<file path="config.mk">
export PLATFORM = sky130hd
export DESIGN_NAME = calibration_grid_raster_gen
export DESIGN_NICKNAME = d
export VERILOG_FILES = /design/src/rtl/cgrg_pkg.sv /design/src/rtl/cgrg_bitser.sv /design/src/rtl/calibration_grid_raster_gen.sv
export SDC_FILE = /design/constraint.sdc
export NUM_CORES = 1
export LEC_CHECK = 0
export BUFFER_PORTS_ARGS = -buffer_cell sky130_fd_sc_hd__buf_2
export CAP_MARGIN = 20
export CORE_ASPECT_RATIO = 1.2
export CORE_MARGIN = 5
export CORE_UTILIZATION = 60
export CTS_BUF_LIST = sky130_fd_sc_hd__clkbuf_8
export CTS_CLUSTER_DIAMETER = 200
export DETAILED_ROUTE_END_ITERATION = 8
export GPL_TIMING_DRIVEN = 1
export PLACE_DENSITY = 0.77
export SYNTH_ARGS = -nofsm -noshare
export SYNTH_HDL_FRONTEND = slang
export SYNTH_SLANG_ARGS = --single-unit
</file>
<file path="constraint.sdc">
create_clock -name i_clk -period 4.8 [get_ports i_clk]
set_input_delay 0 -clock i_clk [delete_from_list [all_inputs] [get_ports i_clk]]
set_output_delay 0 -clock i_clk [all_outputs]
set_load 0.05 [all_outputs]
</file>
<file path="src/rtl/cgrg_pkg.sv">
package cgrg_pkg;

    localparam int unsigned DOTS_W = 11;
    localparam int unsigned CNT_W  = 16;
    localparam int unsigned HDR_W  = 7;
    localparam int unsigned BPL_W  = 8;

    localparam logic [HDR_W-1:0]  PREAMBLE_ESCAPES = 7'd100;
    localparam logic [DOTS_W-1:0] MAX_HEAD         = 11'd2040;
    localparam logic [DOTS_W-1:0] BORDER_DOTS      = 11'd4;
    localparam logic [CNT_W-1:0]  BORDER_LINES     = 16'd4;
    localparam logic [CNT_W-1:0]  RULE_WIDTH       = 16'd3;

    localparam logic [7:0] ESC_BYTE   = 8'h1B;
    localparam logic [7:0] SYN_BYTE   = 8'h16;
    localparam logic [7:0] CMD_INIT   = 8'h40;
    localparam logic [7:0] CMD_LENGTH = 8'h4C;
    localparam logic [7:0] CMD_BPL    = 8'h44;
    localparam logic [7:0] CMD_END    = 8'h45;
    localparam logic [7:0] SOLID_BYTE = 8'hFF;

    typedef struct packed {
        logic clear;
        logic start;
    } t_ser_ctl;

    typedef struct packed {
        logic       done;
        logic [7:0] data;
    } t_ser_stat;

    function automatic logic [CNT_W-1:0] step_mod(input logic [CNT_W-1:0] c,
                                                  input logic [CNT_W-1:0] m);
        logic [CNT_W:0] n;
        n = {1'b0, c} + {{CNT_W{1'b0}}, 1'b1};
        return (n >= {1'b0, m}) ? '0 : n[CNT_W-1:0];
    endfunction

endpackage

</file>
<file path="src/rtl/cgrg_bitser.sv">
module cgrg_bitser (
    input  logic                         i_clk,
    input  logic                         i_rst_n,
    input  cgrg_pkg::t_ser_ctl           i_ctl,
    input  logic [cgrg_pkg::DOTS_W-1:0]  i_dots,
    input  logic [cgrg_pkg::CNT_W-1:0]   i_minor,
    input  logic [cgrg_pkg::CNT_W-1:0]   i_major,
    output cgrg_pkg::t_ser_stat          o_stat
);

    logic [cgrg_pkg::DOTS_W-1:0] r_col;
    logic [cgrg_pkg::CNT_W-1:0]  r_mmin;
    logic [cgrg_pkg::CNT_W-1:0]  r_mmaj;
    logic [7:0]                  r_shift;
    logic [2:0]                  r_cnt;
    logic                        r_run;
    logic                        r_done;
    logic                        w_bit;

    assign w_bit = (r_col < i_dots) &&
                   ((r_col < cgrg_pkg::BORDER_DOTS) || (r_mmin == '0) ||
                    (r_mmaj < cgrg_pkg::RULE_WIDTH));

    always_ff @(posedge i_clk) begin
        if (!i_rst_n) begin
            r_run  <= 1'b0;
            r_done <= 1'b0;
            r_cnt  <= '0;
        end else begin
            r_done <= 1'b0;
            if (i_ctl.start) begin
                r_run <= 1'b1;
                r_cnt <= '0;
            end else if (r_run) begin
                r_cnt <= r_cnt + 3'd1;
                if (r_cnt == 3'd7) begin
                    r_run  <= 1'b0;
                    r_done <= 1'b1;
                end
            end
        end
    end

    always_ff @(posedge i_clk) begin
        if (i_ctl.clear) begin
            r_col  <= '0;
            r_mmin <= '0;
            r_mmaj <= '0;
        end else if (r_run) begin
            r_shift <= {r_shift[6:0], w_bit};
            r_col   <= r_col + {{(cgrg_pkg::DOTS_W-1){1'b0}}, 1'b1};
            r_mmin  <= cgrg_pkg::step_mod(r_mmin, i_minor);
            r_mmaj  <= cgrg_pkg::step_mod(r_mmaj, i_major);
        end
    end

    assign o_stat.done = r_done;
    assign o_stat.data = r_shift;

endmodule

</file>
<file path="src/rtl/calibration_grid_raster_gen.sv">
// Calibration grid job generator. Each accepted request returns at most one beat: start_req
// high restarts the job (or returns one error beat if the configuration is invalid), low
// returns the next job byte, and nothing while no job runs. Header, SYN, solid and trailer
// bytes pass through the generate and put states into the output register (an error beat skips
// the generate state); a non-solid pattern byte also waits in the serialise state while its eight
// columns are evaluated one bit per cycle by the column serialiser, which steps both rule counters
// once per bit. Requests are stalled from acceptance until the result is loaded into the output
// register, so a request can be taken while the previous beat still waits downstream. Configuration
// is latched at start.
module calibration_grid_raster_gen (
    input  logic        i_clk,
    input  logic        i_rst_n,
    input  logic        i_in_valid,
    output logic        o_in_stall,
    input  logic        i_start_req,
    output logic        o_out_valid,
    input  logic        i_out_stall,
    output logic [7:0]  o_data_byte,
    output logic        o_last,
    output logic        o_error,
    input  logic        i_cfg_valid,
    output logic        o_cfg_ready,
    input  logic [2:0]  i_cfg_index,
    input  logic [15:0] i_cfg_data
);

    localparam logic [2:0] REG_HEAD_DOTS  = 3'd0;
    localparam logic [2:0] REG_LINE_COUNT = 3'd1;
    localparam logic [2:0] REG_MAX_LINES  = 3'd2;
    localparam logic [2:0] REG_MINOR      = 3'd3;
    localparam logic [2:0] REG_MAJOR      = 3'd4;

    localparam logic [1:0] C_WAIT = 2'd0;
    localparam logic [1:0] C_GEN  = 2'd1;
    localparam logic [1:0] C_SER  = 2'd2;
    localparam logic [1:0] C_PUT  = 2'd3;

    localparam logic [2:0] PH_IDLE  = 3'd0;
    localparam logic [2:0] PH_PRE   = 3'd1;
    localparam logic [2:0] PH_HDR   = 3'd2;
    localparam logic [2:0] PH_SYNC  = 3'd3;
    localparam logic [2:0] PH_LINE  = 3'd4;
    localparam logic [2:0] PH_TAIL0 = 3'd5;
    localparam logic [2:0] PH_TAIL1 = 3'd6;

    localparam logic [6:0] HDR_INIT    = 7'd1;
    localparam logic [6:0] HDR_LENGTH  = 7'd3;
    localparam logic [6:0] HDR_LEN_HI  = 7'd4;
    localparam logic [6:0] HDR_LEN_LO  = 7'd5;
    localparam logic [6:0] HDR_BPL_CMD = 7'd7;
    localparam logic [6:0] HDR_BPL     = 7'd8;

    logic [cgrg_pkg::DOTS_W-1:0] r_cfg_dots;
    logic [cgrg_pkg::CNT_W-1:0]  r_cfg_lines;
    logic [cgrg_pkg::CNT_W-1:0]  r_cfg_max;
    logic [cgrg_pkg::CNT_W-1:0]  r_cfg_minor;
    logic [cgrg_pkg::CNT_W-1:0]  r_cfg_major;

    logic [cgrg_pkg::DOTS_W-1:0] r_j_dots;
    logic [cgrg_pkg::CNT_W-1:0]  r_j_lines;
    logic [cgrg_pkg::BPL_W-1:0]  r_j_bpl;
    logic [cgrg_pkg::CNT_W-1:0]  r_j_minor;
    logic [cgrg_pkg::CNT_W-1:0]  r_j_major;

    logic [1:0]                  r_ctl;
    logic [2:0]                  r_phase;
    logic [cgrg_pkg::HDR_W-1:0]  r_hdr;
    logic [cgrg_pkg::CNT_W-1:0]  r_line;
    logic [cgrg_pkg::BPL_W-1:0]  r_bidx;
    logic [cgrg_pkg::CNT_W-1:0]  r_lmin;
    logic [cgrg_pkg::CNT_W-1:0]  r_lmaj;
    logic                        r_solid;

    logic [7:0]                  r_res_byte;
    logic                        r_res_last;
    logic                        r_res_err;
    logic                        r_out_valid;
    logic [7:0]                  r_out_byte;
    logic                        r_out_last;
    logic                        r_out_err;

    logic                        w_in_acc;
    logic                        w_cfg_bad;
    logic [cgrg_pkg::DOTS_W-1:0] w_dots_clip;
    logic [cgrg_pkg::DOTS_W:0]   w_dots_sum;
    logic [cgrg_pkg::CNT_W:0]    w_line_inc;
    logic                        w_line_end;
    logic [cgrg_pkg::BPL_W:0]    w_bidx_inc;
    logic                        w_out_free;
    logic [7:0]                  w_hdr_byte;

    cgrg_pkg::t_ser_ctl          s_ctl;
    cgrg_pkg::t_ser_stat         s_stat;

    assign o_cfg_ready = 1'b1;
    assign o_in_stall  = (r_ctl != C_WAIT);
    assign w_in_acc    = i_in_valid && !o_in_stall;
    assign w_out_free  = !r_out_valid || !i_out_stall;

    assign w_cfg_bad = (r_cfg_lines == '0) || (r_cfg_lines > r_cfg_max) ||
                       (r_cfg_minor == '0) || (r_cfg_major == '0);
    assign w_dots_clip = (r_cfg_dots > cgrg_pkg::MAX_HEAD) ? cgrg_pkg::MAX_HEAD : r_cfg_dots;
    assign w_dots_sum  = {1'b0, w_dots_clip} + 12'd7;

    assign w_line_inc = {1'b0, r_line} + 17'd1;
    assign w_line_end = (w_line_inc >= {1'b0, r_j_lines});
    assign w_bidx_inc = {1'b0, r_bidx} + 9'd1;

    always_comb begin
        case (r_hdr)
            HDR_INIT:    w_hdr_byte = cgrg_pkg::CMD_INIT;
            HDR_LENGTH:  w_hdr_byte = cgrg_pkg::CMD_LENGTH;
            HDR_LEN_HI:  w_hdr_byte = r_j_lines[15:8];
            HDR_LEN_LO:  w_hdr_byte = r_j_lines[7:0];
            HDR_BPL_CMD: w_hdr_byte = cgrg_pkg::CMD_BPL;
            HDR_BPL:     w_hdr_byte = r_j_bpl;
            default:     w_hdr_byte = cgrg_pkg::ESC_BYTE;
        endcase
    end

    assign s_ctl.clear = (r_ctl == C_GEN) && (r_phase == PH_SYNC);
    assign s_ctl.start = (r_ctl == C_GEN) && (r_phase == PH_LINE) && !r_solid;

    cgrg_bitser u_bitser (
        .i_clk   (i_clk),
        .i_rst_n (i_rst_n),
        .i_ctl   (s_ctl),
        .i_dots  (r_j_dots),
        .i_minor (r_j_minor),
        .i_major (r_j_major),
        .o_stat  (s_stat)
    );

    always_ff @(posedge i_clk) begin
        if (!i_rst_n) begin
            r_cfg_dots  <= 11'd672;
            r_cfg_lines <= 16'd400;
            r_cfg_max   <= 16'd4000;
            r_cfg_minor <= 16'd25;
            r_cfg_major <= 16'd100;
        end else if (i_cfg_valid && o_cfg_ready) begin
            case (i_cfg_index)
                REG_HEAD_DOTS:  r_cfg_dots  <= i_cfg_data[cgrg_pkg::DOTS_W-1:0];
                REG_LINE_COUNT: r_cfg_lines <= i_cfg_data;
                REG_MAX_LINES:  r_cfg_max   <= i_cfg_data;
                REG_MINOR:      r_cfg_minor <= i_cfg_data;
                REG_MAJOR:      r_cfg_major <= i_cfg_data;
                default: ;
            endcase
        end
    end

    always_ff @(posedge i_clk) begin
        if (!i_rst_n) begin
            r_ctl     <= C_WAIT;
            r_phase   <= PH_IDLE;
            r_hdr     <= '0;
            r_line    <= '0;
            r_bidx    <= '0;
            r_lmin    <= '0;
            r_lmaj    <= '0;
            r_solid   <= 1'b0;
            r_j_dots  <= '0;
            r_j_lines <= '0;
            r_j_bpl   <= '0;
            r_j_minor <= 16'd1;
            r_j_major <= 16'd1;
        end else begin
            case (r_ctl)
                C_WAIT: begin
                    if (w_in_acc) begin
                        if (i_start_req) begin
                            if (w_cfg_bad) begin
                                r_phase    <= PH_IDLE;
                                r_res_byte <= '0;
                                r_res_last <= 1'b1;
                                r_res_err  <= 1'b1;
                                r_ctl      <= C_PUT;
                            end else begin
                                r_j_dots  <= w_dots_clip;
                                r_j_bpl   <= w_dots_sum[cgrg_pkg::DOTS_W-1:3];
                                r_j_lines <= r_cfg_lines;
                                r_j_minor <= r_cfg_minor;
                                r_j_major <= r_cfg_major;
                                r_hdr     <= '0;
                                r_line    <= '0;
                                r_bidx    <= '0;
                                r_lmin    <= '0;
                                r_lmaj    <= '0;
                                r_solid   <= 1'b0;
                                r_phase   <= (cgrg_pkg::PREAMBLE_ESCAPES != '0) ?
                                             PH_PRE : PH_HDR;
                                r_ctl     <= C_GEN;
                            end
                        end else if (r_phase != PH_IDLE) begin
                            r_ctl <= C_GEN;
                        end
                    end
                end
                C_GEN: begin
                    r_res_err <= 1'b0;
                    case (r_phase)
                        PH_PRE: begin
                            r_res_byte <= cgrg_pkg::ESC_BYTE;
                            r_res_last <= 1'b0;
                            r_ctl      <= C_PUT;
                            if (r_hdr + 7'd1 >= cgrg_pkg::PREAMBLE_ESCAPES) begin
                                r_hdr   <= '0;
                                r_phase <= PH_HDR;
                            end else begin
                                r_hdr <= r_hdr + 7'd1;
                            end
                        end
                        PH_HDR: begin
                            r_res_byte <= w_hdr_byte;
                            r_res_last <= 1'b0;
                            r_ctl      <= C_PUT;
                            if (r_hdr == HDR_BPL) begin
                                r_hdr   <= '0;
                                r_phase <= PH_SYNC;
                            end else begin
                                r_hdr <= r_hdr + 7'd1;
                            end
                        end
                        PH_SYNC: begin
                            r_res_byte <= cgrg_pkg::SYN_BYTE;
                            r_res_last <= 1'b0;
                            r_ctl      <= C_PUT;
                            r_solid    <= (r_line < cgrg_pkg::BORDER_LINES) ||
                                          (r_lmin == '0) || (r_lmaj < cgrg_pkg::RULE_WIDTH);
                            r_bidx     <= '0;
                            if (r_j_bpl == '0) begin
                                r_line  <= w_line_inc[cgrg_pkg::CNT_W-1:0];
                                r_lmin  <= cgrg_pkg::step_mod(r_lmin, r_j_minor);
                                r_lmaj  <= cgrg_pkg::step_mod(r_lmaj, r_j_major);
                                r_phase <= w_line_end ? PH_TAIL0 : PH_SYNC;
                            end else begin
                                r_phase <= PH_LINE;
                            end
                        end
                        PH_LINE: begin
                            r_res_byte <= cgrg_pkg::SOLID_BYTE;
                            r_res_last <= 1'b0;
                            r_ctl      <= r_solid ? C_PUT : C_SER;
                            r_bidx     <= w_bidx_inc[cgrg_pkg::BPL_W-1:0];
                            if (w_bidx_inc >= {1'b0, r_j_bpl}) begin
                                r_line  <= w_line_inc[cgrg_pkg::CNT_W-1:0];
                                r_lmin  <= cgrg_pkg::step_mod(r_lmin, r_j_minor);
                                r_lmaj  <= cgrg_pkg::step_mod(r_lmaj, r_j_major);
                                r_phase <= w_line_end ? PH_TAIL0 : PH_SYNC;
                            end
                        end
                        PH_TAIL0: begin
                            r_res_byte <= cgrg_pkg::ESC_BYTE;
                            r_res_last <= 1'b0;
                            r_ctl      <= C_PUT;
                            r_phase    <= PH_TAIL1;
                        end
                        PH_TAIL1: begin
                            r_res_byte <= cgrg_pkg::CMD_END;
                            r_res_last <= 1'b1;
                            r_ctl      <= C_PUT;
                            r_phase    <= PH_IDLE;
                        end
                        default: begin
                            r_phase <= PH_IDLE;
                            r_ctl   <= C_WAIT;
                        end
                    endcase
                end
                C_SER: begin
                    if (s_stat.done) begin
                        r_res_byte <= s_stat.data;
                        r_ctl      <= C_PUT;
                    end
                end
                C_PUT: begin
                    if (w_out_free) begin
                        r_ctl <= C_WAIT;
                    end
                end
                default: r_ctl <= C_WAIT;
            endcase
        end
    end

    always_ff @(posedge i_clk) begin
        if (!i_rst_n) begin
            r_out_valid <= 1'b0;
        end else if (r_ctl == C_PUT && w_out_free) begin
            r_out_valid <= 1'b1;
            r_out_byte  <= r_res_byte;
            r_out_last  <= r_res_last;
            r_out_err   <= r_res_err;
        end else if (!i_out_stall) begin
            r_out_valid <= 1'b0;
        end
    end

    assign o_out_valid = r_out_valid;
    assign o_data_byte = r_out_byte;
    assign o_last      = r_out_last;
    assign o_error     = r_out_err;

    a_err_is_last: assert property (@(posedge i_clk) disable iff (!i_rst_n)
        (o_out_valid && o_error) |-> o_last)
        else $error("error beat without last");

    a_ser_done_in_ser: assert property (@(posedge i_clk) disable iff (!i_rst_n)
        s_stat.done |-> (r_ctl == C_SER))
        else $error("serialiser finished outside its wait");

    a_ser_not_solid: assert property (@(posedge i_clk) disable iff (!i_rst_n)
        (r_ctl == C_SER) |-> !r_solid)
        else $error("serialiser running on a solid line");

    a_hdr_range: assert property (@(posedge i_clk) disable iff (!i_rst_n)
        (r_phase == PH_HDR) |-> (r_hdr <= HDR_BPL))
        else $error("header index out of range");

    a_line_bpl: assert property (@(posedge i_clk) disable iff (!i_rst_n)
        (r_phase == PH_LINE) |-> (r_j_bpl != '0))
        else $error("pattern phase with empty line");

endmodule

</file>
Yosys cells after proc, flatten, opt, wreduce, memory -nomap -nowiden
Cells that the tools add are included.
{"block": "op_classes", "div_mod_pow": 0, "n_reduce_logical": 52, "n_lt_le_gt_ge": 14, "muxes": 75, "n_bitwise": 4, "multipliers": 0, "eq_ne": 37, "shifts": 0, "add_sub_neg": 10}
{"cell": "$mux 16", "count": 13}
{"cell": "$pmux 16 s2", "count": 6}
{"cell": "$add 16x1->17 const B", "count": 5}
{"cell": "$ge 17x16->1", "count": 5}
{"cell": "$logic_not 16->1", "count": 5}
{"cell": "$mux 8", "count": 7}
{"cell": "$pmux 8 s6", "count": 1}
{"cell": "$pmux 8 s5", "count": 1}
{"cell": "$mux 7", "count": 5}
{"cell": "$lt 16x2->1 const B", "count": 2}
{"cell": "$pmux 8 s2", "count": 2}
{"cell": "$pmux 7 s2", "count": 2}
{"cell": "$pmux 8 s3", "count": 1}
{"cell": "$eq 7x3->1 const B", "count": 3}
{"cell": "$mux 3", "count": 7}
{"cell": "$reduce_and 5->1", "count": 4}
{"cell": "$gt 16x16->1", "count": 1}
{"cell": "$lt 16x3->1 const B", "count": 1}
{"cell": "$eq 3x3->1 const B", "count": 5}
{"cell": "$mux 1", "count": 15}
{"cell": "$pmux 3 s5", "count": 1}
{"cell": "$reduce_and 2->1", "count": 7}
{"cell": "$reduce_and 7->1", "count": 2}
{"cell": "$eq 3x2->1 const B", "count": 4}
{"cell": "other kinds (42)", "count": 87}
{"block": "word_totals", "input_bits": 25, "latchBits": 0, "mem_count": 0, "regBits": 288, "mem_bits_ro": 0, "output_inout_bits": 13, "ramBits": 0}

Longest topological paths before layout
{"block": "logic_depth", "word_depth": 8, "ltp_mapped": 15, "depth_no_buf": 13}

Cells and area by module
Synthesis repeated with hierarchy kept, for this count alone.
{"block": "hier_totals", "hier_cells": 2070, "hier_area_um2": 16388.2}
{"module": "calibration_grid_raster_gen", "area_each_um2": 12485.7, "cells_each": 1607, "seq_area_each_um2": 4844.6, "instances": 1}
{"module": "cgrg_bitser", "area_each_um2": 3902.5, "cells_each": 463, "seq_area_each_um2": 1201.2, "instances": 1}

Worst setup path after synthesis
Ideal clock, no wire load.
{"block": "synth_path", "path_type": "reg-to-reg", "start": "reg r_lmin[2] (netlist bit)", "end": "reg r_lmin[11] (netlist bit)", "path_buffers": 1, "path_stages_with_launch": 15, "setup_time_ns": 0.128, "required_time_ns": 4.672, "path_slack_ns": 1.396, "arrival_time_ns": 3.276, "synth_period_minus_slack_ns": 3.404, "path_cell_list": "dfxtp_1 nand3_1 nor4_1 nand3_1 nor2_1 xor2_1 ha_1 nand2_1 nor4_1 a31oi_1 o211ai_1 nor2_2 buf_2 a21oi_2 o22ai_1"}
{"block": "synth_via", "elab_chain_cells": 6, "elab_cells_between_ends": 7, "cone_classes": "1 x add/sub; 1 x order compare; 5 x mux"}
{"item": "from (decl)", "line_no": "calibration_grid_raster_gen.sv:70", "text": "logic [cgrg_pkg::CNT_W-1:0] r_lmin;"}
{"item": "from (signal assigned)", "line_no": "calibration_grid_raster_gen.sv:234", "text": "r_lmin <= cgrg_pkg::step_mod(r_lmin, r_j_minor);"}
{"item": "from (signal assigned)", "line_no": "calibration_grid_raster_gen.sv:248", "text": "r_lmin <= cgrg_pkg::step_mod(r_lmin, r_j_minor);"}
{"item": "$add 16x1->17 (*)", "line_no": "cgrg_pkg.sv:35", "text": "n = {1'b0, c} + {{CNT_W{1'b0}}, 1'b1};"}
{"item": "$ge 17x16->1", "line_no": "cgrg_pkg.sv:36", "text": "return (n >= {1'b0, m}) ? '0 : n[CNT_W-1:0];"}
{"item": "$mux 16 (*)", "line_no": "cgrg_pkg.sv:36"}
{"item": "$mux 16 (on tied branches)", "line_no": "calibration_grid_raster_gen.sv:246, calibration_grid_raster_gen.sv:232"}
{"item": "$pmux 16 s2 (*)", "line_no": "calibration_grid_raster_gen.sv:202", "text": "case (r_phase)"}
{"item": "$pmux 16 s2 (*)", "line_no": "calibration_grid_raster_gen.sv:169", "text": "case (r_ctl)"}
Every way passes the cells marked *; elsewhere a longest branch is shown, timed or not. The select of a mux whose other input is x is not followed.
A chain may end at the register's enable or synchronous reset.

Final worst setup path
{"block": "layout_path", "start": "reg r_lmin[2] (netlist bit)", "end": "reg r_lmin[9] (netlist bit)"}
Same word-level chain as after synthesis.

==> impl_results.md <==
* Post-route insts no fill at 2360
* Die ar. at 0.03046 mm^2
* CTS Buf Count at 47
* Synth unique cells at slightly below 80
* Syn Area/Cell at 8.260 um^2
* Clk_skew at roughly 0.025 ns
* Worst-Skew Late Latency at 0.58 ns
* Routed len/inst at 17.22 um
* CP Capture Type: register
* Fill count at 2237
* First-pass GRT wire length at 66220 um
* Reg clk slew, reported paths at 0.07 ns
* Total GRT Usage at roughly a quarter
* Synth warnings at 0
* WS Path Type: register to register
* 1st-pass router iterations at 5
* CTS Buffer Depth at 3
* Die H at 190.2 um
* Status: complete, no violations
* Initial core utilization at between 60 and 70%
* Setup bufs post-CTS at 0
* Pwr/cell area at about 330 mW/mm^2
* Startpoint class of the critical path: register
* Max Cap Viol at 0
* Routed via count at 14170
* Cell Rows at 66
* CP max FO at 9
* Syn Nets at 2122
* Rel. slew slack at 29.63%
* Sum Neg Setup Slack at 0 ns
* Grt total ovfl at 0
* Fin crit period at around 4 ns
* Worst Path Arrival at 4.52 ns
* Final Setup Violations at 0
* Die Span X at 160.1 um
* Clk root buf: clkbuf_8
* Synthesis-stage register bit count at 288
* Tcrit/Tclk final at 84.91%
* Final #Nets at 2138
* Initial antenna violation count at 1
* CTS tree: done
* Routed Wire Length at roughly 41000 um
* Worst R2R Setup Slack at 0.72 ns
* Vias per inst at roughly 6
* # IOs at 38
* IO buf count at 36
* Clk sinks at 288
* Core region area at 0.02692 mm^2
* Dpl hpwl at 28480 um
* Post-synth EDFFs at 28
* Post-synth top flop: dfxtp_1
* Worst Tran Pin Value at 1.052 ns
* Worst Path Required at ~5.2 ns
* Inst Count DP at 2247
* Cell count after synthesis at 1965
* Leak at 6.894 nW
* Antenna viol nets, final at 0
* Worst hold path class: input pin to register
* GPL Wtd Cong at 0.9292
* Post-Syn Area at 0.01623 mm^2
* FMAX at 0.2454 GHz
* Antenna diode count at 0
* Hold Fails Final Rpt at 0
* Share of cells above drive strength 1 at 7.574%
* Final slew viol count at 0
* Initial DRC Count at between 1000 and 1500
* Unrepaired setup endpoints after global routing: false
* Post-synth ARST share at 0%
* Largest net degree at the start of global routing at between 100 and 150
* Residual DRC count at 0
* Vias in the first global route at approximately 13000
* Area Growth Syn to Fin at 9.343%
* Sequential share of the synthesized area at 37.25%
* Worst vdd ir at 235.1 uV
* Htree depth at 2
[repair_timing]
| item | 4_1_cts | 5_1_grt |
|---|---|---|
| hold buffers | 25 | 0 |
| resized for setup | 0 | 0 |
| endpoints found under the hold margin | 95 | 0 |
[cell type report]
type | count | area, um^2 | area share [%]
sequential | 288 | 6046 | 34.06
inverter | 100 | 377.9 | 2.129
tap | 340 | 425.4 | 2.397
clock inverter | 32 | 198.9 | 1.121
timing repair buffer | 77 | 563.0 | 3.172
clock buffer | 56 | 770.7 | 4.343
multi-input combinational | 1467 | 9366 | 52.77
[cells by family (layout without fill, tap and decap cells)]
kind of cell | Yosys count | count (layout) | synth area share, %
other cells | 1 | 1 | 0.02310
mux | 69 | 69 | 4.255
simple gates | 793 | 793 | 23.20
fa+ha+maj | 132 | 132 | 10.17
flops | 288 | 288 | 37.25
compound gates | 382 | 382 | 15.06
buf+inv | 210 | 265 | 5.180
xor+xnor | 90 | 90 | 4.856
[power breakdown]
group | switching (mW) | total [mW] | internal (mW)
registers | 0.0766 | 2.59 | 2.51
logic | 0.747 | 1.14 | 0.389
clock network | 1.01 | 2.18 | 1.17
[path summary, 6_finish.rpt]
| path | end | cells past startpoint | startpoint |
|---|---|---|---|
| setup / recovery | r_lmin[9] | 13 | r_lmin[2] |
| hold / removal | r_cfg_lines[11] | 4 | i_cfg_index[1] |
| hold reg to reg | o_error | 0 | r_res_err |
| setup reg to reg | r_lmin[9] | 13 | r_lmin[2] |
[registers in the layout, summed over array words and instances (netlist names), 11 cells and up]
register and cells:
r_cfg_dots 11, r_cfg_lines 16, r_cfg_major 16, r_cfg_max 16, r_cfg_minor 16, r_j_dots 11, r_j_lines 16, r_j_major 16
r_j_minor 16, r_line 16, r_lmaj 16, r_lmin 16, u_bitser.r_col 11, u_bitser.r_mmaj 16, u_bitser.r_mmin 16
[critical path, stage by stage (launching register included)]
cell,delay (ns)
dfxtp_1,0.44
nand3_1,0.21
nor4_1,0.66
nand3_1,0.32
nor2_1,0.20
xor2_1,0.10
ha_1,0.31
nand2_1,0.09
nor4_1,0.38
a31oi_1,0.14
o211ai_1,0.44
nor2_2,0.18
nand2_1,0.33
o21ai_0,0.15
[cell usage in the layout (no fill, tap or decap), drive strengths merged, types with 28 or more instances in the layout]
cell | netlist | final
ha | 132 | 132
clkbuf | 85 | 56
xnor2 | 53 | 53
o211ai | 40 | 40
mux2i | 69 | 69
nor2 | 154 | 154
o21ai | 52 | 52
and3 | 31 | 31
edfxtp | 28 | 28
nor4 | 33 | 33
nor3 | 29 | 29
nand4 | 36 | 36
xor2 | 37 | 37
a21oi | 162 | 162
buf | 25 | 52
inv | 99 | 111
nand3 | 100 | 100
dfxtp | 260 | 260
nand2 | 299 | 299
[synthesized netlist by cell type (28+ instances only)]
cell type    n  area share (%)
nor4_1      33             1.3
nor2_1     153             3.5
dfxtp_1    260              32
xnor2_1     53             2.9
and3_1      31             1.2
mux2i_1     69             4.3
nand2_1    298             6.9
xor2_1      37             2.0
o21ai_0     47             1.4
clkbuf_1    84             1.9
ha_1       132              10
o211ai_1    40             1.9
edfxtp_1    28             5.2
inv_1       99             2.3
nand3_1    100             3.1
nand4_1     36             1.4
a21oi_1    157             4.8
[routing by layer]
layer	GRT usage [%]	wire length (um)
met5	0	7
met4	12.31	1959
met3	4.095	2371
met2	45.12	19320
met1	31.45	16980
[stage by stage]
| step | setup slack [ns] | util, % | hold WS (ns) | instance area (um^2) | power [mW] |
|---|---|---|---|---|---|
| floorplan | 1.396 | - | 0.1240 | 16230 | 3.450 |
| global placement | 0.9887 | 61.40 | 0.2634 | 16530 | 3.707 |
| detailed placement | 0.8117 | 61.40 | 0.2772 | 16530 | 3.729 |
| CTS | 0.8100 | 65.93 | 0.01322 | 17750 | 5.922 |
| global route | 0.4471 | 65.93 | 0.06325 | 17750 | 6.160 |
| finish | 0.7245 | 65.93 | 0.04959 | 17750 | 5.905 |
Power figures use the tool's default switching activity.
